<file path="src/rtl/polynomial_interpolation_eval_top_macros.svh">
// Assertion macros shared by the interpolation block
`ifndef POLYNOMIAL_INTERPOLATION_EVAL_TOP_MACROS_SVH
`define POLYNOMIAL_INTERPOLATION_EVAL_TOP_MACROS_SVH

// Check that an antecedent implies a consequent in the same cycle
`define PIE_ASSERT_IMP(label, clk, rst_n, ante, cons) \
    label: assert property (@(posedge clk) disable iff (!rst_n) (ante) |-> (cons)) \
        else $error("assertion failed");

// Check that an antecedent implies a consequent in the next cycle
`define PIE_ASSERT_NEXT(label, clk, rst_n, ante, cons) \
    label: assert property (@(posedge clk) disable iff (!rst_n) (ante) |=> (cons)) \
        else $error("assertion failed");

`endif

</file>
<file path="src/rtl/pie_pkg.sv">
package pie_pkg;

    localparam int MaxPoints = 16;
    localparam int FracBits  = 16;
    localparam int DataW     = 32;
    localparam int CountW    = 5;
    localparam int StatusW   = 2;

    localparam logic CMD_LOAD = 1'b0;
    localparam logic CMD_EVAL = 1'b1;

    localparam logic [StatusW-1:0] ST_OK  = 2'd0;
    localparam logic [StatusW-1:0] ST_DIV = 2'd1;
    localparam logic [StatusW-1:0] ST_SAT = 2'd2;

    typedef enum logic [3:0] {
        S_IDLE,
        S_COPY,
        S_DD_RD,
        S_DD_WAIT,
        S_DD_DIV,
        S_DD_WR,
        S_H_INIT,
        S_H_RD,
        S_H_WAIT,
        S_H_MUL,
        S_H_ADD,
        S_DONE
    } pie_state_t;

    // Divider request and response bundle
    typedef struct packed {
        logic start;
        logic busy;
        logic done;
    } pie_div_ctl_t;

endpackage

</file>
<file path="src/rtl/pie_div.sv">
module pie_div
    import pie_pkg::*;
#(
    parameter int FracBits = pie_pkg::FracBits
) (
    input  logic                          clk,
    input  logic                          rst_n,
    input  logic                          start,
    input  logic signed [DataW:0]         num_in,
    input  logic signed [DataW:0]         den_in,
    output logic signed [DataW+FracBits:0] quo,
    output pie_div_ctl_t                  ctl
);

    localparam int NW = DataW + FracBits + 1;
    localparam int CW = $clog2(NW + 1);

    logic [NW-1:0]      n_reg, n_next;
    logic [DataW:0]     d_reg, d_next;
    logic [DataW+1:0]   r_reg, r_next;
    logic               neg_reg, neg_next;
    logic               busy_reg, busy_next;
    logic               done_reg, done_next;
    logic [CW-1:0]      cnt_reg, cnt_next;
    logic [NW-1:0]      num_abs;
    logic [DataW:0]     den_abs;
    logic [DataW+1:0]   trial;
    logic [DataW+1:0]   rsh;
    logic signed [NW-1:0] num_ext;

    assign num_ext = {num_in, {FracBits{1'b0}}};
    assign num_abs = num_ext[NW-1] ? NW'(-num_ext) : num_ext;
    assign den_abs = den_in[DataW] ? (DataW+1)'(-den_in) : den_in;
    assign rsh     = {r_reg[DataW:0], n_reg[NW-1]};
    assign trial   = rsh - {1'b0, d_reg};

    // Step one quotient bit a cycle while busy
    always_comb
    begin
        n_next    = n_reg;
        d_next    = d_reg;
        r_next    = r_reg;
        neg_next  = neg_reg;
        busy_next = busy_reg;
        done_next = 1'b0;
        cnt_next  = cnt_reg;
        if (start)
        begin
            n_next    = num_abs;
            d_next    = den_abs;
            r_next    = '0;
            neg_next  = num_ext[NW-1] ^ den_in[DataW];
            busy_next = 1'b1;
            cnt_next  = CW'(NW);
        end
        else if (busy_reg)
        begin
            if (!trial[DataW+1])
            begin
                r_next = trial;
                n_next = {n_reg[NW-2:0], 1'b1};
            end
            else
            begin
                r_next = rsh;
                n_next = {n_reg[NW-2:0], 1'b0};
            end
            cnt_next = cnt_reg - 1'b1;
            if (cnt_reg == CW'(1))
            begin
                busy_next = 1'b0;
                done_next = 1'b1;
            end
        end
    end

    always_ff @(posedge clk or negedge rst_n)
    begin
        if (!rst_n)
        begin
            busy_reg <= 1'b0;
            done_reg <= 1'b0;
            cnt_reg  <= '0;
        end
        else
        begin
            busy_reg <= busy_next;
            done_reg <= done_next;
            cnt_reg  <= cnt_next;
        end
    end

    always_ff @(posedge clk)
    begin
        n_reg   <= n_next;
        d_reg   <= d_next;
        r_reg   <= r_next;
        neg_reg <= neg_next;
    end

    assign quo       = neg_reg ? -$signed(n_reg) : $signed(n_reg);
    assign ctl.start = start;
    assign ctl.busy  = busy_reg;
    assign ctl.done  = done_reg;

endmodule

</file>
<file path="config.mk">
export PLATFORM = sky130hd
export DESIGN_NAME = pie_div
export DESIGN_NICKNAME = d
export VERILOG_FILES = /design/src/rtl/polynomial_interpolation_eval_top_macros.svh /design/src/rtl/pie_pkg.sv /design/src/rtl/pie_div.sv
export SDC_FILE = /design/constraint.sdc
export NUM_CORES = 1
export LEC_CHECK = 0
export ABC_AREA = 1
export BUFFER_PORTS_ARGS = -buffer_cell sky130_fd_sc_hd__buf_2
export CAP_MARGIN = 20
export CORE_MARGIN = 2
export CORE_UTILIZATION = 65
export CTS_CLUSTER_SIZE = 16
export DETAILED_ROUTE_END_ITERATION = 12
export GPL_ROUTABILITY_DRIVEN = 0
export HOLD_SLACK_MARGIN = 0.02
export PLACE_DENSITY = 0.88
export SLEW_MARGIN = 15
export SYNTH_ARGS = -nofsm -noshare
export SYNTH_HDL_FRONTEND = slang
export SYNTH_SLANG_ARGS = --single-unit
</file>
<file path="constraint.sdc">
create_clock -name clk -period 4.4 [get_ports clk]
set_input_delay 0.88 -clock clk [delete_from_list [all_inputs] [get_ports clk]]
set_output_delay 0.88 -clock clk [all_outputs]
set_load 0.01 [all_outputs]
</file>
# Word level (Yosys, flattened, before mapping)
# Index checks and enable logic that the tools add are counted.
# W data, S select, Z words.
dict set report op_classes {
  n_addsub 5
  n_eq_ne 1
  mux 15
  bitwise 1
  reduce_logical 1
}
# cell count
set ops {}
lappend ops {{$mux W49} 4}
lappend ops {{$neg A49 Y49} 2}
lappend ops {{$sub A34 B33 Y34} 1}
lappend ops {{$mux W33} 1}
lappend ops {{$neg A33 Y33} 1}
lappend ops {{$mux W32} 1}
lappend ops {{$mux W6} 2}
lappend ops {{$mux W1} 7}
lappend ops {{$eq A6 B1 Y1 const B} 1}
lappend ops {{$sub A6 B1 Y6 const B} 1}
lappend ops {{$reduce_bool A2 Y1} 1}
lappend ops {{$xor A1 B1 Y1} 1}
dict set report totals {
  register_bits 124
  inputBits 69
  out_inout_bits 52
  word_cells 31
}

# Longest topological paths before layout
# Gate-level depths: netlist of run 1.
dict set report depth {
  depth_word 4
  depth_mapped 18
  depth_no_buf 18
}

# Worst setup path before layout of run 1
# OpenSTA, ideal clock, no wires.
dict set report synth_timing {
  kind {register -> output}
  from {register n_reg[0]}
  to {output port quo[36]}
  arrival_time_ns 1.822
  t_required_ns 3.520
  setup_slack_ns 1.698
  path_stages_with_launch 11
  path_buffers 0
  path_cell_list {edfxtp_1 inv_1 ha_1 nand3_1 nor2_1 nand2_1 nor2_1 nand2_1 o31ai_2 o21ai_0 xor2_1}
}
dict set report synth_between {
  elab_chain_cells 2
}
# item line_no
set synth_rtl {}
lappend synth_rtl {{start: declaration} pie_div.sv:18} ;# logic [NW-1:0] n_reg, n_next;
lappend synth_rtl {{start signal: assignment} pie_div.sv:95} ;# n_reg <= n_next;
lappend synth_rtl {{$neg A49 Y49} pie_div.sv:101} ;# assign quo = neg_reg ? -$signed(n_reg) : $signed(n_reg);
lappend synth_rtl {{$mux W49} pie_div.sv:101}
lappend synth_rtl {{end: declaration} pie_div.sv:11} ;# output logic signed [DataW+FracBits:0] quo,
# No other way between the ends.

# Worst setup path after layout of run 1
dict set report layout_timing {
  from {register n_reg[2]}
  to {output port quo[35]}
}
# The elaborated chain is that of the path after synthesis.

==> results of run 1 <==
[how the worst max path moves through the flow]
stage                         from      end  slack (ns)  depth (start not counted)
after floorplan           n_reg[0]  quo[36]        1.70                         10
after global placement    n_reg[0]  quo[36]        1.51                         11
after detailed placement  n_reg[0]  quo[36]        1.44                         11
after CTS                 n_reg[2]  quo[35]        0.99                         13
after global routing      n_reg[1]  quo[30]        0.73                         13
final                     n_reg[2]  quo[35]        0.92                         13
[power breakdown]
part	switching (W)	internal (W)
Combinational	0.000707	0.000383
Clock	0.000532	0.000946
Sequential	0.0000824	0.00135
[cell type report]
class,instances,area (µm²)
Clock buffer,21,440
Clock inverter,11,168
Fill cell,1303,4310
Inverter,309,1160
Multi-Input combinational cell,1209,6120
Sequential cell,124,3350
Tap cell,220,275
Timing Repair Buffer,126,646
[stage by stage]
step,total power (W),util [%],hold slack (ns),std cells,setup slack (ns)
2_1_floorplan,0.00213,-,0.448,1683,1.70
3_3_place_gp,0.00247,70.2,0.463,1988,1.51
3_5_place_dp,0.00250,70.2,0.464,1988,1.44
4_1_cts,0.00397,73.8,0.293,2020,0.987
5_1_grt,0.00416,73.8,0.303,2020,0.733
6_report,0.00400,73.8,0.304,2020,0.917
[worst max-delay path, delay by kind of cell, from the launching register on]
kind | cells | cell delay, ns
XOR/XNOR | 1 | 0.16
AND/OR/NAND/NOR | 10 | 1.36
buffers and inverters | 2 | 0.26
flip-flops | 1 | 0.42
[routing by layer]
layer,part of all wire [%],global-route usage (%),vias to the layer above
met5,0,0,-
met4,3.2,12.6,0
met3,11,6.43,97
met2,43,51.8,642
met1,43,46.9,5016
li1,-,-,5481
[kinds of logic (layout without fill, tap and decap cells)]
| kind of cell | Yosys count | after routing | share of synthesized area [%] |
|---|---|---|---|
| flip-flops | 124 | 124 | 30.9 |
| XOR/XNOR | 109 | 109 | 8.81 |
| AO/OA/AOI/OAI | 128 | 128 | 6.48 |
| buffers and inverters | 350 | 467 | 12.6 |
| AND/OR/NAND/NOR | 933 | 933 | 36.5 |
| adder cells (fa/ha/maj) | 39 | 39 | 4.57 |
[cells in the final DEF (no fill, tap or decap), drive strengths merged, types with 4 or more instances in the layout]
cell type / instances
a21oi: 38
buf: 126
bufinv: 4
clkbuf: 21
clkinv: 5
dfrtp: 8
dfxtp: 33
edfxtp: 83
ha: 38
inv: 310
nand2: 510
nand3: 148
nand3b: 5
nand4: 27
nor2: 189
nor3: 36
nor4: 6
o21ai: 71
o21bai: 5
o31ai: 5
or2: 5
xnor2: 36
xor2: 73
==> metrics.txt, run 1 <==
VDD IR max=0.291 mV; cts hold-fix bufs=0; Die X=133 µm; full die area=roughly 0.018 mm²; flop2flop setup slack=1.52 ns; Seq/Total Area, Yosys=30.9%; worst-margin pin slew=1.04 ns; CP max FO=4; count of different cell masters after synthesis=45; Hold Vio Cnt, Final=0; Post-Syn Nets=approximately 1800; main flop type after synthesis=edfxtp_1; fin crit share=about four fifths; setup violators final=0; grt total ovfl=0; startpoint types=register; Initial DRC Count=about 1300; worst path required time=3.52 ns; Starting Density=roughly 66%; htree depth=4; post-CTS resize count=0; Pleak=6.49 nW; RSZ-0062 raised after global routing=false; Hold WC Path Type=primary input to asynchronous set/reset pin; Worst R2R Path Depth=15; remaining antenna violation count=0; RR Startpoint=d_reg[22]; IO Count=between 100 and 150; Post-synth EDFFs=83; Setup TNS=0 ns; CP Class=register to output pin; worst-path cell chain=inv_2 > nand3_2 > nor2_1 > nand3_1 > nor2_1 > nand2_1 > nor2_1 > nand2_1 > nand2_1 > nand2_1 > nor2_1 > xor2_1 > buf_2; synth-to-layout area growth=12.2%; vias=11236; GRT Overall Usage=33.5%; Setup Skew=0.0163 ns; Critical Path Max Stage Delay=between 0.4 and 0.5 ns; CP Capture Type=output pin; Slew headroom=30.8%; Slew Viols, Final=0; most area-consuming cells after synthesis=edfxtp_1 (23%), nand2_1 (17%), inv_1 (10%); status=completed; Fmax=between 0.2 and 0.3 GHz; clock root cell=clkbuf_16; slowest cell on the critical path=edfxtp_1; max reg flops=49; YS warnings=0; final wirelength=29600 µm; Placed Area=0.0116 mm²; Cell Area, Synth=0.0108 mm²; vias in the first global route=10133; Cell Rows=47; Core ar.=0.0165 mm²; drt pass-1 iters=7; CTS Buf Count=17; DP HPWL=22400 µm; largest net degree at the start of global routing=51; CP arrival=2.60 ns; pwr dens=329 mW/mm²; Max-Cap Viols=0; post-DR wirelength/cell=around 15 µm; post-synthesis async set-or-reset flop share=approximately 6.5%; fin nets=1895; Avg Synthesized Cell Area=roughly 6.4 µm²; Synth Register Bits=124; vias per cell=5.56; Cells after Synth=1683; top cells by instance count after synthesis=nand2_1 (501), inv_1 (303), nor2_1 (182); Tmin final=3.48 ns; Setup Buffers After CTS=0; first-pass GRT wire length=47900 µm; most common cell in the netlist=nand2_1; initial antenna violation count=0; final design instance area without fill=0.0122 mm²; reg-to-reg critical path endpoint=r_reg[15]; CTS tree=done; layout cells sized above 1=10.7%; Port Buffers=120; Yosys top cell by area=edfxtp_1; top-area cell type share of the netlist area=23.0%; Clock Latency Late Sink=roughly 0.43 ns; CTS Buffer Depth=2; Antenna Cells=0; Clock Pin Slew Worst Setup and Hold Paths=roughly 0.060 ns; CTS Sinks=124; Die Y=133 µm; drc violations=0
(Power assumes the default switching activity.)
==> run 2, diff against run 1 <==
- CORE_UTILIZATION: 65 -> 61
- PLACE_DENSITY: 0.88 -> 0.84
- clock period: 4.4 -> 3.4 ns (I/O delays scaled with it)
==> run 2 against run 1 <==
Utilization shrank 3.4 points. Non-clock buffer count increased by 4. First-iteration DRC count up 6.5%. Global-route usage decreased by 1.7 points. Sequential power grew 29%. Die area increased by 6.4%. Combinational power grew 31%. Critical path type unchanged. Critical endpoint unchanged.
==> metrics.txt, run 2 (synthesis gave the netlist of run 1 again) <==
drt pass-1 iters=6; reg-to-reg critical path endpoint=r_reg[32]; RSZ-0062 raised after global routing=true; fin nets=1899; Post-Place Cells=roughly 2000; CTS tree=done; Initial DRC Count=1368; M3 GR Usage=under 10%; Slew Viols, Final=0; CP arrival=approximately 2.6 ns; Cell Rows=48; Die X=about 140 µm; slowest cell on the critical path=edfxtp_1; worst path required time=about 2.7 ns; vias=around 11000; worst-path cell chain=nor2_1 > inv_1 > nor3_1 > nand4_1 > nor2_1 > nand2_1 > nand2_1 > nand2_1 > nor2_1 > xor2_1 > buf_2; RR Startpoint=n_reg[48]; Die Y=137 µm; GRT Overall Usage=a little under a third; flop2flop setup slack=0.74 ns; setup violators final=0; Port Buffers=120; final wirelength=29400 µm; Final Non-Filler Cells=about 2000; Starting Density=62.4%; Buf/Inv on CP=2; htree depth=4; GR met1 Demand/Resource=a little under half; largest net degree at the start of global routing=38; GRT met2 Usage=between 40 and 50%; Crit path max-delay family=simple AND/OR/NAND/NOR gates; Clock Latency Late Sink=0.43 ns; pwr dens=422 mW/mm²; vias per cell=5.50; Critical Path Max Stage Delay=about 0.43 ns; grt total ovfl=0; power after layout=around 0.005 W; CP Capture Type=output pin; clock root cell=clkbuf_16; drc violations=0; synth-to-layout area growth=12.8%; VDD IR max=roughly 0.37 mV; first-pass GRT wire length=47300 µm; full die area=0.0188 mm²; Antenna Cells=0; post-DR wirelength/cell=14.5 µm; CP max FO=3; CP Class=register to output pin; max reg flops=49; commonest non-fill, non-tap cells in the layout=nand2_1 (500), inv_1 (301), nor2_1 (179); worst-margin pin slew=0.679 ns; Clock Pin Slew Worst Setup and Hold Paths=0.06 ns; Hold Vio Cnt, Final=0; vias in the first global route=9955; CTS Buffer Depth=2; Setup Skew=0.0135 ns; initial antenna violation count=0; fin crit share=a little over nine tenths; status=completed; most used routing layer=met2; Worst R2R Path Depth=15; Core ar.=0.0174 mm²; layout cells sized above 1=11.3%; Pleak=6.50 nW; CTS Sinks=124; startpoint types=register; DP HPWL=22700 µm; CTS Buf Count=17; IO Count=121; Fmax=roughly 0.31 GHz; Slew headroom=a little over half; Hold WC Path Type=primary input to asynchronous set/reset pin; remaining antenna violation count=0; Max-Cap Viols=0; commonest non-fill, non-tap cell in the layout=nand2_1; Tmin final=between 3 and 4 ns
[run 2: worst max path at each step]
stage	from	end	slack, ns	cells after the start
3_5_place_dp	n_reg[0]	quo[36]	0.58	11
6_report	n_reg[12]	quo[35]	0.17	11
4_1_cts	n_reg[1]	quo[36]	0.13	11
2_1_floorplan	n_reg[0]	quo[36]	0.90	10
5_1_grt	n_reg[17]	quo[40]	-0.03	9
3_3_place_gp	n_reg[0]	quo[36]	0.71	11
[run 2: layout make-up]
type	count	area, µm²
well taps	225	282
clock buffers	18	429
clock inverters	14	169
inverters	309	1160
multi-input cells	1209	6140
flip-flops and latches	124	3350
repair buffers	130	688
fillers	1457	5140
[run 2: metrics by stage]
stage | setup TNS [ns] | util [%] | hold WS (ns) | cell area (µm²) | setup WS (ns)
detailed placement | 0 | 66.8 | 0.467 | 11600 | 0.580
CTS | 0 | 70.3 | 0.0853 | 12200 | 0.127
global placement | 0 | 66.8 | 0.461 | 11600 | 0.707
floorplan | 0 | - | 0.384 | 10800 | 0.898
finish | 0 | 70.4 | 0.0908 | 12200 | 0.171
global route | -0.0308 | 70.4 | 0.0980 | 12200 | -0.0288
[run 2: power breakdown]
group / internal (W) / switching [W] / leakage (nW)
clock network: 0.00115 / 0.000718 / 0.282
logic: 0.000504 / 0.000930 / 4.97
registers: 0.00174 / 0.000104 / 1.25
total: 0.00340 / 0.00175 / 6.50
[run 2: timing repair]
item / 4_1_cts / 5_1_grt
hold buffers: 0 / 0
endpoints found under the setup margin: 0 / 5
gates resized for setup: 0 / 6
setup buffers: 0 / 0
[run 2: routing by layer]
layer	vias up	routed length, µm
li1	5503	-
met1	4980	13000
met2	620	12400
met3	64	3280
met4	0	687
met5	-	0
==> run 3, diff against run 2 <==
- CELL_PAD_IN_SITES_DETAIL_PLACEMENT: not set -> 1
- CELL_PAD_IN_SITES_GLOBAL_PLACEMENT: not set -> 1
- CORE_UTILIZATION: 61 -> 43
- PLACE_DENSITY: 0.84 -> 0.83
==> run 3 against run 2 <==
Clock skew increased by 0.00077 ns. Fmax decreased by 1.2%. Register-to-register slack improved by 0.02 ns. Flip-flop and latch count unchanged. Setup slack got worse by 0.038 ns. Hold slack got worse by 0.012 ns. Clock power increased by 3%. Clock-buffer cell count unchanged. Sequential power about the same. Total power increased by 2.9%. Critical endpoint is now quo[40]. Highest routed layer is now met5.
==> metrics.txt, run 3 (synthesis gave the netlist of run 1 again) <==
Core ar.=about 0.025 mm²; Logic pwr share=28.9%; Final Non-Filler Cells=2140; commonest non-fill, non-tap cell in the layout=nand2_1; first-pass GRT wire length=58100 µm; worst path required time=2.72 ns; CTS tree=done; fin crit share=96.1%; vias in the first global route=11672; Post-Place Cells=2104; status=completed; vias per cell=roughly 5.2; fin nets=1902; CP Class=register to output pin; CTS Buf Count=17; Placed Area=around 0.012 mm²; initial antenna violation count=6; CTS Sinks=between 100 and 150; Int Power=roughly 0.0034 W; Slew headroom=34.8%; Fmax=0.306 GHz; commonest non-fill, non-tap cells in the layout=nand2_1 (497), inv_1 (300), nor2_1 (177); largest net degree at the start of global routing=57; final design instance area without fill=between 0.01 and 0.015 mm²; RSZ-0062 raised after global routing=true; Starting Density=approximately 43%; Clock Pin Slew Worst Setup and Hold Paths=roughly 0.07 ns; drt pass-1 iters=5; VDD IR max=0.281 mV; Worst R2R Path Depth=18; CP Capture Type=output pin; final wirelength=36300 µm; full die area=0.0265 mm²; flop2flop setup slack=roughly 0.76 ns; Clock Latency Late Sink=0.43 ns; max reg flops=49; drc violations=0; Net Sw Frac=35.1%; remaining antenna violation count=0; layout cells sized above 1=around an eighth; Die Y=around 160 µm; Hold Vio Cnt, Final=0; synth-to-layout area growth=14.8%; Cell Rows=58; WHS=0.0788 ns; startpoint types=register; setup violators final=0; htree depth=4; Pleak=6.54 nW; worst-margin pin slew=0.975 ns; GRT Overall Usage=between 20 and 30%; CP max FO=4; pwr dens=426 mW/mm²; final setup margin=0.133 ns; Sequential Power Share=34.7%; Max-Cap Viols=0; Port Buffers=120; Clock Power Share=36.5%; CP arrival=2.59 ns; Hold WC Path Type=primary input to asynchronous set/reset pin; CTS Buffer Depth=2; post-DR wirelength/cell=17.0 µm; Psw=0.00186 W; Initial DRC Count=between 500 and 600; Slew Viols, Final=0; Die X=163 µm; vias=between 10000 and 15000; DP HPWL=28600 µm; power after layout=around 0.0053 W; clock root cell=clkbuf_16; grt total ovfl=0; IO Count=121; Tmin final=3.27 ns; pre-CTS WS=0.449 ns; Setup Skew=0.0143 ns
[run 3: worst max-delay path: stages (launching register included)]
cell and delay (ns):
edfxtp_1 0.46, nor2_1 0.28, nand3_1 0.30, nor2_1 0.16
nand2_1 0.07, nor4_1 0.28, xor2_1 0.18, nand2_1 0.06
o21ai_0 0.16, buf_2 0.20
[run 3: area by class of cell]
class                   count  area [µm²]
inverters                 309        1160
diodes                      3        7.51
multi-input cells        1209        6190
clock inverters            14         181
flip-flops and latches    124        3350
well taps                 330         413
fillers                  3456       12500
repair buffers            133         711
clock buffers              18         429
[run 3: power by group through the flow]
stage / sequential (W) / clock [W] / combinational (W)
floorplan: 0.00183 / 0 / 0.000931
global placement: 0.00186 / 0 / 0.00139
detailed placement: 0.00186 / 0 / 0.00144
CTS: 0.00183 / 0.00195 / 0.00147
global route: 0.00185 / 0.00201 / 0.00169
finish: 0.00184 / 0.00193 / 0.00153
[run 3: per-stage QoR]
stage,util (%),TNS (ns)
finish,49.8,0
global route,49.8,-0.0108
CTS,49.6,0
detailed placement,47.1,0
global placement,47.1,0
floorplan,-,0
[run 3: timing repair]
item                       4_1_cts  5_1_grt
resized for setup                2       16
setup buffers                    1        0
pin swaps                        2        3
hold endpoints to repair         0        0
cloned                           0        0
hold buffers                     0        0
setup endpoints to repair        2       16
[run 3: path summary, 6_finish.rpt]
check                           from          to
max in group asynchronous      rst_n    done_reg
min reg2reg                r_reg[17]   r_reg[17]
min in group clk           den_in[0]    d_reg[0]
min                            rst_n  cnt_reg[5]
max                        n_reg[17]     quo[40]
max reg2reg                 d_reg[6]    r_reg[0]
[run 3: per-layer routing]
metal	global-route usage (%)	part of all wire (%)
met5	0	0.11
met4	11.8	3.9
met3	4.23	3.4
met2	51.7	51
met1	31.7	41
