`src/rtl/polynomial_interpolation_eval_top_macros.svh`:
```
// Assertion macros shared by the interpolation block
`ifndef POLYNOMIAL_INTERPOLATION_EVAL_TOP_MACROS_SVH
`define POLYNOMIAL_INTERPOLATION_EVAL_TOP_MACROS_SVH

// Check that an antecedent implies a consequent in the same cycle
`define PIE_ASSERT_IMP(label, clk, rst_n, ante, cons) \
    label: assert property (@(posedge clk) disable iff (!rst_n) (ante) |-> (cons)) \
        else $error("assertion failed");

// Check that an antecedent implies a consequent in the next cycle
`define PIE_ASSERT_NEXT(label, clk, rst_n, ante, cons) \
    label: assert property (@(posedge clk) disable iff (!rst_n) (ante) |=> (cons)) \
        else $error("assertion failed");

`endif

```
`src/rtl/pie_ram.sv`:
```
module pie_ram #(
    parameter int Width = 32,
    parameter int Depth = 16
) (
    input  logic                     clk,
    input  logic                     we,
    input  logic [$clog2(Depth)-1:0] waddr,
    input  logic [Width-1:0]         wdata,
    input  logic [$clog2(Depth)-1:0] raddr,
    output logic [Width-1:0]         rdata
);

    logic [Width-1:0] mem [Depth];

    // Write one word, read one word registered
    always_ff @(posedge clk)
    begin
        if (we)
        begin
            mem[waddr] <= wdata;
        end
        rdata <= mem[raddr];
    end

endmodule

```
`config.mk`:
```
export PLATFORM = sky130hd
export DESIGN_NAME = pie_ram
export DESIGN_NICKNAME = d
export VERILOG_FILES = /design/src/rtl/polynomial_interpolation_eval_top_macros.svh /design/src/rtl/pie_ram.sv
export SDC_FILE = /design/constraint.sdc
export NUM_CORES = 1
export LEC_CHECK = 0
export ABC_AREA = 1
export BUFFER_PORTS_ARGS = -buffer_cell sky130_fd_sc_hd__buf_2
export CORE_MARGIN = 2
export CORE_UTILIZATION = 33
export CTS_CLUSTER_DIAMETER = 150
export DETAILED_ROUTE_END_ITERATION = 7
export PLACE_DENSITY = 0.58
export SYNTH_ARGS = -nofsm -noshare
export SYNTH_HDL_FRONTEND = slang
export SYNTH_SLANG_ARGS = --single-unit
```
`constraint.sdc`:
```
create_clock -name clk -period 2.5 [get_ports clk]
set_clock_uncertainty 0.05 [all_clocks]
set_input_delay 0.25 -clock clk [delete_from_list [all_inputs] [get_ports clk]]
set_output_delay 0.25 -clock clk [all_outputs]
set_load 0.1 [all_outputs]
```
Word level (Yosys, flattened, before mapping)
Memories as Yosys holds them, arrays and structs flattened. A register that Yosys moved wholly into a read port is not among the register bits.
Index checks and enable logic that the tools add are counted.
{"block": "word_totals", "reg_bits": 0, "mem_count": 1, "rom_bits": 0, "input_bits": 42, "ramBits": 512, "latchBits": 0, "out_inout_bits": 32}
{"block": "op_classes", "shifts": 0, "bitwise": 0, "n_eq_ne": 0, "n_addsub": 0, "div_mod_pow": 0, "order_cmp": 0, "mux": 2, "n_reduce_logical": 0, "n_mul": 0}
{"name": "mem", "depth": 16, "width": 32, "rd": 1, "rd_ports_with_merged_regs": 1, "wr": 1, "line_no": "pie_ram.sv:13", "rtl": "logic [Width-1:0] mem [Depth];"}
{"op": "two-way mux 1 bit", "n": 2}

Longest topological paths before layout
Gate-level depths: netlist (run 1).
{"block": "logic_depth", "word_depth": 2, "depth_mapped": 10, "mapped_depth_nobuf": 7}

Worst setup path before layout (run 1)
Ideal clock, no wire load.
{"block": "synth_path", "path_type": "in2reg", "from": "input port waddr[2]", "to": "memory mem[10][0] (enable)", "slack_ps": 207, "cell_stages": 2, "arrival_time_ps": 1822, "cell_sequence": "nand3b_1 nor2_1"}
{"item": "from (decl)", "line_no": "pie_ram.sv:7", "rtl": "input logic [$clog2(Depth)-1:0] waddr,"}
{"item": "to (decl)", "line_no": "pie_ram.sv:13"}
Straight into the memory's write port.

Final worst setup path (run 1)
{"block": "layout_path", "from": "register rdata[11] (read register of mem)", "to": "output port rdata[11]"}
{"item": "from (decl)", "line_no": "pie_ram.sv:10", "rtl": "output logic [Width-1:0] rdata"}
No word-level cell between the ends.

==> impl_results.html, run 1 <==
<table>
<tr><th>Metric</th><th>Value</th></tr>
<tr><th colspan="2">Outcome</th></tr>
<tr><td>Run status</td><td>finished clean</td></tr>
<tr><th colspan="2">Synth</th></tr>
<tr><td>Post-synth top flop</td><td>sky130_fd_sc_hd__edfxtp_1</td></tr>
<tr><td>Mean area per synthesized cell</td><td>10.7 um^2</td></tr>
<tr><td>Most numerous cell in the Yosys netlist</td><td>sky130_fd_sc_hd__nand2_1</td></tr>
<tr><td>Yosys synthesis warning count</td><td>0</td></tr>
<tr><td>Top-area cell type share of the netlist area</td><td>67.6%</td></tr>
<tr><td>Top cells by area, synth</td><td>sky130_fd_sc_hd__edfxtp_1, sky130_fd_sc_hd__nand2_1, sky130_fd_sc_hd__nand3_1</td></tr>
<tr><td>Number of standard cells after synthesis</td><td>between 2,000 and 2,500</td></tr>
<tr><td>Syn Std Cell Area</td><td>0.0227 mm^2</td></tr>
<tr><td>Most common library cells after synthesis</td><td>sky130_fd_sc_hd__nand2_1, sky130_fd_sc_hd__edfxtp_1, sky130_fd_sc_hd__inv_1, sky130_fd_sc_hd__nand3_1, sky130_fd_sc_hd__buf_2</td></tr>
<tr><td>Synth unique cells</td><td>15</td></tr>
<tr><td>Synthesized net count</td><td>between 2,000 and 2,500</td></tr>
<tr><td>Count of flip-flops with a built-in enable after synthesis</td><td>512</td></tr>
<tr><td>Cell taking the most area after synthesis</td><td>sky130_fd_sc_hd__edfxtp_1</td></tr>
<tr><td>Async set or reset register ratio after synthesis</td><td>0%</td></tr>
<tr><td>#FFs+latches synth</td><td>544</td></tr>
<tr><td>Register area share after synthesis</td><td>70.5%</td></tr>
<tr><th colspan="2">Finish</th></tr>
<tr><td>Layout fillers</td><td>between 6,000 and 7,000</td></tr>
<tr><td># nets final</td><td>2,265</td></tr>
<tr><td>Area of combinational cells with multiple inputs</td><td>0.00467 mm^2</td></tr>
<tr><td>Final Non-Filler Cells</td><td>about 3,100</td></tr>
<tr><td>Final core utilization</td><td>38.4%</td></tr>
<tr><td>Diodes inserted</td><td>0</td></tr>
<tr><td>Signed area change from the synthesized netlist to the final layout</td><td>15.4%</td></tr>
<tr><td>Register area</td><td>0.0160 mm^2</td></tr>
<tr><td>Share of final-layout standard cells stronger than drive strength 1</td><td>under 10%</td></tr>
<tr><th colspan="2">Floorplanning</th></tr>
<tr><td>Effective utilization at floorplan</td><td>about a third</td></tr>
<tr><td>Num ports</td><td>74</td></tr>
<tr><td>Die footprint</td><td>just over 0.07 mm^2</td></tr>
<tr><td>Site Rows</td><td>between 90 and 100</td></tr>
<tr><td>Std-Cell Core Area</td><td>0.0683 mm^2</td></tr>
<tr><td>Die height</td><td>266 um</td></tr>
<tr><td>Die Wd</td><td>266 um</td></tr>
<tr><th colspan="2">Clock network</th></tr>
<tr><td>Longest Clk Path Bufs</td><td>3</td></tr>
<tr><td>Clock net sink count</td><td>544</td></tr>
<tr><td>CTS tree</td><td>built</td></tr>
<tr><td>Root Driver</td><td>sky130_fd_sc_hd__clkbuf_16</td></tr>
<tr><td>H-tree depth reported by CTS</td><td>2</td></tr>
<tr><td>Number of clock buffers inserted by TritonCTS</td><td>56</td></tr>
<tr><td>Worst-Skew Late Latency</td><td>0.61 ns</td></tr>
<tr><td>Clock-pin slew on the worst setup and hold paths</td><td>0.06 ns</td></tr>
<tr><th colspan="2">Critical path</th></tr>
<tr><td>Slowest library cell on the worst path</td><td>sky130_fd_sc_hd__buf_2</td></tr>
<tr><td>Cells traversed along the worst timing path</td><td>buf_2</td></tr>
<tr><td>Type of origin of the critical path</td><td>flip-flop</td></tr>
<tr><td>Crit. End Element</td><td>output port</td></tr>
<tr><td>Kind of critical path</td><td>reg -&gt; out</td></tr>
<tr><td>Crit path required time</td><td>roughly 2.2 ns</td></tr>
<tr><td>Worst EP arrival</td><td>1.52 ns</td></tr>
<tr><td>Worst path buffer plus inverter count</td><td>1</td></tr>
<tr><td>Kind of cell with the highest combined delay on the critical path</td><td>buffers and inverters</td></tr>
<tr><td>Maximum single-stage delay on the critical path</td><td>0.47 ns</td></tr>
<tr><td>Largest fanout of any net on the critical path</td><td>1</td></tr>
<tr><th colspan="2">Global routing</th></tr>
<tr><td>Vias in the first global route</td><td>14,519</td></tr>
<tr><td>First-pass GRT wire length</td><td>roughly 85 mm</td></tr>
<tr><td>Total global-route track usage</td><td>roughly 16%</td></tr>
<tr><td>Largest net degree at the start of global routing</td><td>116</td></tr>
<tr><td>Antenna violations before repair</td><td>0</td></tr>
<tr><td>GRT Residual Overflow</td><td>0</td></tr>
<tr><th colspan="2">Power</th></tr>
<tr><td>Largest voltage drop on the vdd net</td><td>507 uV</td></tr>
<tr><td>Leakage component of the power</td><td>11.0 nW</td></tr>
<tr><td>Pwr/cell area</td><td>756 mW/mm^2</td></tr>
<tr><th colspan="2">STA</th></tr>
<tr><td>Pins over their slew limit</td><td>0</td></tr>
<tr><td>Unrepaired setup endpoints after global routing</td><td>false</td></tr>
<tr><td>Final critical-path setup slack</td><td>~0.68 ns</td></tr>
<tr><td>Final Setup Violations</td><td>0</td></tr>
<tr><td>Maximum clock frequency</td><td>around 0.55 GHz</td></tr>
<tr><td>Normalized max-slew margin</td><td>~45%</td></tr>
<tr><td>Total negative setup slack</td><td>0 ns</td></tr>
<tr><td>Hold Fails Final Rpt</td><td>0</td></tr>
<tr><td>Worst-margin pin slew</td><td>0.817 ns</td></tr>
<tr><td>Final worst-path cycle share</td><td>about 73%</td></tr>
<tr><td>Minimum clock period</td><td>1.82 ns</td></tr>
<tr><th colspan="2">Hold path</th></tr>
<tr><td>Path class of the lowest-slack min-delay path</td><td>in -&gt; reg</td></tr>
<tr><th colspan="2">Routing</th></tr>
<tr><td>Per-cell routed wire length</td><td>roughly 17 um</td></tr>
<tr><td>Post-route DRC violation count</td><td>0</td></tr>
<tr><td>Length of the first detailed-routing pass in iterations</td><td>5</td></tr>
<tr><td>DRC violation total after the first TritonRoute iteration</td><td>1,206</td></tr>
<tr><td>Number of nets with antenna violations after detailed routing</td><td>0</td></tr>
<tr><td>Total Routed Length</td><td>54.9 mm</td></tr>
<tr><td>Vias per inst</td><td>4.67</td></tr>
<tr><td>Vias after detailed routing</td><td>14,707</td></tr>
<tr><th colspan="2">Placement</th></tr>
<tr><td>Count of placed standard cells including taps</td><td>3,016</td></tr>
<tr><td>Port buffer count</td><td>73</td></tr>
<tr><td>HPWL reported at the end of detailed placement</td><td>29.4 mm</td></tr>
<tr><td>Post-placement setup slack</td><td>0.595 ns</td></tr>
<tr><td>Routability congestion estimate from global placement</td><td>0.735</td></tr>
<tr><th colspan="2">Flow run</th></tr>
<tr><td>Max-capacitance violation count</td><td>0</td></tr>
</table>
[cell type report]
class | count | area share (%)
well taps | 882 | 4.21
clock inverters | 33 | 0.987
inverters | 390 | 5.61
clock buffers | 68 | 5.60
multi-input cells | 1081 | 17.8
flip-flops and latches | 544 | 61.1
repair buffers | 150 | 4.75
[placed cells by master, fill, tap and decap left out]
cell	instances
sky130_fd_sc_hd__buf_4	30
sky130_fd_sc_hd__dfxtp_1	32
sky130_fd_sc_hd__buf_12	17
sky130_fd_sc_hd__nor2_4	16
sky130_fd_sc_hd__edfxtp_1	512
sky130_fd_sc_hd__dlygate4sd3_1	31
sky130_fd_sc_hd__nand2_1	677
sky130_fd_sc_hd__clkbuf_8	1
sky130_fd_sc_hd__inv_16	1
sky130_fd_sc_hd__nand3b_1	2
sky130_fd_sc_hd__nand3_1	385
sky130_fd_sc_hd__inv_1	386
sky130_fd_sc_hd__bufinv_16	4
sky130_fd_sc_hd__clkinv_1	20
sky130_fd_sc_hd__clkbuf_16	57
sky130_fd_sc_hd__nor2_1	1
sky130_fd_sc_hd__inv_2	2
sky130_fd_sc_hd__buf_2	71
sky130_fd_sc_hd__clkbuf_1	11
sky130_fd_sc_hd__inv_4	1
sky130_fd_sc_hd__inv_6	2
sky130_fd_sc_hd__clkinv_2	7
[sequential cells by signal, indices dropped and copies added, names as in the netlist]
signal and count:
rdata 32, mem 512
[timing repair]
| action | 4_1_cts | 5_1_grt |
|---|---|---|
| gates resized for setup | 0 | 0 |
| endpoints found under the setup margin | 0 | 0 |
| hold buffers | 31 | 0 |
| endpoints found under the hold margin | 496 | 0 |
| buffers inserted | 0 | 0 |
[metrics by stage]
stage	instance area [um^2]	hold WS, ns	total power, mW
2_1_floorplan	22700	0.299	11.6
3_3_place_gp	24200	0.580	12.1
3_5_place_dp	24200	0.587	12.1
4_1_cts	26200	0.00330	20.0
5_1_grt	26200	0.0226	20.5
6_report	26200	0.0336	19.8
[final timing paths]
check,slack [ns],endpoint,cells past startpoint,start
worst min-delay path,0.03,mem[2][8],1,wdata[8]
worst max register to register,1.42,rdata[27],6,mem[13][27]
worst max-delay path,0.68,rdata[11],1,rdata[11]
worst min register to register,0.61,rdata[13],6,mem[4][13]
[cells by family after synthesis]
family	count (synthesis)	share of synthesized area (%)
flip-flops	544	70.5
buffers and inverters	495	9.54
AND/OR/NAND/NOR	1081	20.0
[report_power, final]
group          switching [mW]  internal, mW
Sequential             0.0716          10.2
Combinational            1.26         0.379
Clock                    3.36          4.56
Total                    4.70          15.1
[per-layer routing]
layer / vias up / global-route usage (%) / part of all wire, %
met5: - / 0 / 0
met4: 0 / 3.99 / 1.8
met3: 73 / 2.30 / 5.5
met2: 372 / 25.9 / 47
met1: 7218 / 21.5 / 45
li1: 7044 / - / -
Power figures use the tool's default switching activity.
==> inputs of run 2 (changes only) <==
--- a/config.mk
+++ b/config.mk
@@ -11,7 +11,7 @@
 export CORE_UTILIZATION = 33
 export CTS_CLUSTER_DIAMETER = 150
 export DETAILED_ROUTE_END_ITERATION = 7
-export PLACE_DENSITY = 0.58
+export PLACE_DENSITY = 0.59
 export SYNTH_ARGS = -nofsm -noshare
 export SYNTH_HDL_FRONTEND = slang
 export SYNTH_SLANG_ARGS = --single-unit
==> constraint.sdc (replaced) <==
create_clock -name clk -period 1.62 [get_ports clk]
set_clock_uncertainty 0.05 [all_clocks]
set_input_delay 0.162 -clock clk [delete_from_list [all_inputs] [get_ports clk]]
set_output_delay 0.162 -clock clk [all_outputs]
set_load 0.1 [all_outputs]
==> run 2 against run 1 <==
  * Flip-flop and latch count is the same
  * Final area up 3.6%
  * Wire length up 0.86%
  * Worst hold slack better by 0.14 ns
  * Register-to-register slack got worse by 0.90 ns
  * Die area did not move
  * Largest power group unchanged
==> impl_results.html, run 2 (synthesis results as in run 1) <==
<table>
<tr><th>Metric</th><th>Value</th></tr>
<tr><th colspan="2">Power</th></tr>
<tr><td>Leakage component of the power</td><td>11.4 nW</td></tr>
<tr><td>Pwr/cell area</td><td>1180 mW/mm^2</td></tr>
<tr><td>Largest voltage drop on the vdd net</td><td>794 uV</td></tr>
<tr><th colspan="2">Clock network</th></tr>
<tr><td>H-tree depth reported by CTS</td><td>2</td></tr>
<tr><td>Clock-pin slew on the worst setup and hold paths</td><td>0.06 ns</td></tr>
<tr><td>Setup Buffers After CTS</td><td>0</td></tr>
<tr><td>Clock net sink count</td><td>544</td></tr>
<tr><td>Number of clock buffers inserted by TritonCTS</td><td>57</td></tr>
<tr><td>CTS tree</td><td>built</td></tr>
<tr><td>Longest Clk Path Bufs</td><td>3</td></tr>
<tr><td>Root Driver</td><td>sky130_fd_sc_hd__clkbuf_16</td></tr>
<tr><td>Worst-Skew Late Latency</td><td>0.63 ns</td></tr>
<tr><th colspan="2">Global routing</th></tr>
<tr><td>GR Layer Usage met3</td><td>2.27%</td></tr>
<tr><td>Total global-route track usage</td><td>15.7%</td></tr>
<tr><td>GRT Residual Overflow</td><td>0</td></tr>
<tr><td>First-pass GRT wire length</td><td>about 86 mm</td></tr>
<tr><td>Busiest layer in global routing</td><td>met2</td></tr>
<tr><td>GRT met1 Usage</td><td>20.7%</td></tr>
<tr><td>Global routing met2 resource utilization</td><td>between 20 and 30%</td></tr>
<tr><td>Vias in the first global route</td><td>14,744</td></tr>
<tr><td>Largest net degree at the start of global routing</td><td>76</td></tr>
<tr><td>Antenna violations before repair</td><td>0</td></tr>
<tr><th colspan="2">Finish</th></tr>
<tr><td>Signed area change from the synthesized netlist to the final layout</td><td>19.6%</td></tr>
<tr><td>Layout fillers</td><td>6,454</td></tr>
<tr><td>Flip-flop count of the largest register, all copies and words added</td><td>512</td></tr>
<tr><td>Final Non-Filler Cells</td><td>3,187</td></tr>
<tr><td>Register containing the most flip-flops in the final layout</td><td>mem</td></tr>
<tr><td># nets final</td><td>2,299</td></tr>
<tr><td>Diodes inserted</td><td>0</td></tr>
<tr><td>Leading registers by flop count</td><td>mem: 512 flops, rdata: 32 flops</td></tr>
<tr><td>Commonest cells after routing, fill and taps aside</td><td>sky130_fd_sc_hd__nand2_1, sky130_fd_sc_hd__edfxtp_1, sky130_fd_sc_hd__inv_1, sky130_fd_sc_hd__nand3_1, sky130_fd_sc_hd__clkbuf_16</td></tr>
<tr><td>Cell area after layout</td><td>approximately 0.027 mm^2</td></tr>
<tr><td>Share of final-layout standard cells stronger than drive strength 1</td><td>11.4%</td></tr>
<tr><td>Most common cell after layout, fill and taps aside</td><td>sky130_fd_sc_hd__nand2_1</td></tr>
<tr><th colspan="2">Floorplanning</th></tr>
<tr><td>Num ports</td><td>74</td></tr>
<tr><td>Site Rows</td><td>96</td></tr>
<tr><td>Std-Cell Core Area</td><td>0.0683 mm^2</td></tr>
<tr><td>Die height</td><td>~270 um</td></tr>
<tr><td>Die footprint</td><td>~0.07 mm^2</td></tr>
<tr><td>Effective utilization at floorplan</td><td>33.3%</td></tr>
<tr><td>Die Wd</td><td>between 200 and 300 um</td></tr>
<tr><th colspan="2">Critical path</th></tr>
<tr><td>Crit. End Element</td><td>output port</td></tr>
<tr><td>Crit path required time</td><td>1.41 ns</td></tr>
<tr><td>Type of origin of the critical path</td><td>flip-flop</td></tr>
<tr><td>Startpoint of the worst-slack reg-to-reg timing path</td><td>mem[1][1]</td></tr>
<tr><td>Maximum single-stage delay on the critical path</td><td>0.42 ns</td></tr>
<tr><td>Largest fanout of any net on the critical path</td><td>1</td></tr>
<tr><td>Worst path buffer plus inverter count</td><td>1</td></tr>
<tr><td>Endpoint of the lowest-slack register-to-register path</td><td>rdata[1]</td></tr>
<tr><td>Kind of critical path</td><td>reg -&gt; out</td></tr>
<tr><td>Worst EP arrival</td><td>around 1.4 ns</td></tr>
<tr><td>Reg2Reg Depth</td><td>6</td></tr>
<tr><td>R2r setup slk</td><td>between 0.5 and 0.6 ns</td></tr>
<tr><td>Cells traversed along the worst timing path</td><td>buf_2</td></tr>
<tr><td>Slowest library cell on the worst path</td><td>sky130_fd_sc_hd__buf_2</td></tr>
<tr><td>Kind of cell with the highest combined delay on the critical path</td><td>buffers and inverters</td></tr>
<tr><th colspan="2">Outcome</th></tr>
<tr><td>Run status</td><td>finished clean</td></tr>
<tr><th colspan="2">Routing</th></tr>
<tr><td>Per-cell routed wire length</td><td>roughly 17 um</td></tr>
<tr><td>Number of nets with antenna violations after detailed routing</td><td>0</td></tr>
<tr><td>Vias after detailed routing</td><td>14,820</td></tr>
<tr><td>Length of the first detailed-routing pass in iterations</td><td>5</td></tr>
<tr><td>Vias per inst</td><td>between 4 and 5</td></tr>
<tr><td>DRC violation total after the first TritonRoute iteration</td><td>between 1,000 and 1,500</td></tr>
<tr><td>Post-route DRC violation count</td><td>0</td></tr>
<tr><td>Total Routed Length</td><td>55.4 mm</td></tr>
<tr><th colspan="2">Placement</th></tr>
<tr><td>Count of placed standard cells including taps</td><td>3,047</td></tr>
<tr><td>Port buffer count</td><td>between 70 and 80</td></tr>
<tr><td>Routability congestion estimate from global placement</td><td>about 0.79</td></tr>
<tr><td>Post-placement setup slack</td><td>0.146 ns</td></tr>
<tr><td>Total cell area at the placement stage</td><td>0.0248 mm^2</td></tr>
<tr><td>HPWL reported at the end of detailed placement</td><td>32.9 mm</td></tr>
<tr><th colspan="2">STA</th></tr>
<tr><td>Normalized max-slew margin</td><td>67.0%</td></tr>
<tr><td>Minimum clock period</td><td>between 1.5 and 2 ns</td></tr>
<tr><td>Final Setup Violations</td><td>0</td></tr>
<tr><td>Worst-margin pin slew</td><td>0.499 ns</td></tr>
<tr><td>Final critical-path setup slack</td><td>0.0457 ns</td></tr>
<tr><td>Total negative setup slack</td><td>0 ns</td></tr>
<tr><td>Pins over their slew limit</td><td>0</td></tr>
<tr><td>Maximum clock frequency</td><td>between 0.6 and 0.7 GHz</td></tr>
<tr><td>Unrepaired setup endpoints after global routing</td><td>false</td></tr>
<tr><td>Final worst-path cycle share</td><td>97.2%</td></tr>
<tr><td>Hold Fails Final Rpt</td><td>0</td></tr>
<tr><td>Post-route worst hold slack</td><td>0.175 ns</td></tr>
<tr><th colspan="2">Hold path</th></tr>
<tr><td>Hold-critical path depth</td><td>6</td></tr>
<tr><td>Path class of the lowest-slack min-delay path</td><td>in -&gt; reg</td></tr>
<tr><td>Worst min-delay path endpoint</td><td>rdata[7]</td></tr>
<tr><td>Worst hold start</td><td>raddr[1]</td></tr>
<tr><th colspan="2">Flow run</th></tr>
<tr><td>Max-capacitance violation count</td><td>0</td></tr>
</table>
==> run 2: worst max-delay path by stage <==
stage / slack, ns / depth (start not counted) / start / to
6_report: 0.05 / 1 / rdata[31] / rdata[31]
5_1_grt: 0.003 / 1 / rdata[31] / rdata[31]
4_1_cts: 0.001 / 1 / rdata[11] / rdata[11]
3_5_place_dp: 0.15 / 8 / raddr[0] / rdata[16]
3_3_place_gp: 0.15 / 9 / raddr[0] / rdata[16]
2_1_floorplan: -0.13 / 2 / waddr[2] / mem[10][0]
==> run 2: what timing repair did <==
action / 4_1_cts / 5_1_grt
pin swaps: 0 / 0
resized for setup: 15 / 4
hold buffers: 33 / 0
endpoints found under the setup margin: 14 / 4
hold endpoints to repair: 517 / 0
==> run 2: layout make-up <==
cell class / count / area, um^2 / share of cell area, %
clock buffer: 71 / 1530 / 5.63
clock inverter: 36 / 435 / 1.60
inverter: 390 / 1470 / 5.41
multi-input combinational: 1081 / 4670 / 17.2
sequential: 544 / 16000 / 58.9
tap: 882 / 1100 / 4.06
timing repair buffer: 183 / 1960 / 7.21
==> run 2: power breakdown <==
part / internal [mW] / switching, mW
combinational: 0.713 / 2.01
sequential: 15.7 / 0.100
clock: 7.88 / 5.56
total: 24.3 / 7.67
==> run 2: through the flow <==
step	total power [mW]	utilization (%)
after floorplan	17.9	-
final	32.0	39.8
after global placement	18.8	36.3
after detailed placement	18.8	36.3
after CTS	32.3	39.8
after global routing	33.1	39.8
==> run 2: routing by layer <==
metal  wire, um  part of all wire (%)  up-vias
li1           -                     -     7121
met1      24000                    43     7241
met2      27400                    49      385
met3       2960                   5.3       73
met4       1080                   2.0        0
met5          0                     0        -
==> run 2: tightest hold or removal path: stages <==
cell                      delay (ns)
sky130_fd_sc_hd__buf_4          0.16
sky130_fd_sc_hd__buf_12         0.20
sky130_fd_sc_hd__nand2_1        0.10
sky130_fd_sc_hd__nand3_1        0.07
sky130_fd_sc_hd__nand3_1        0.07
sky130_fd_sc_hd__nand2_1        0.04
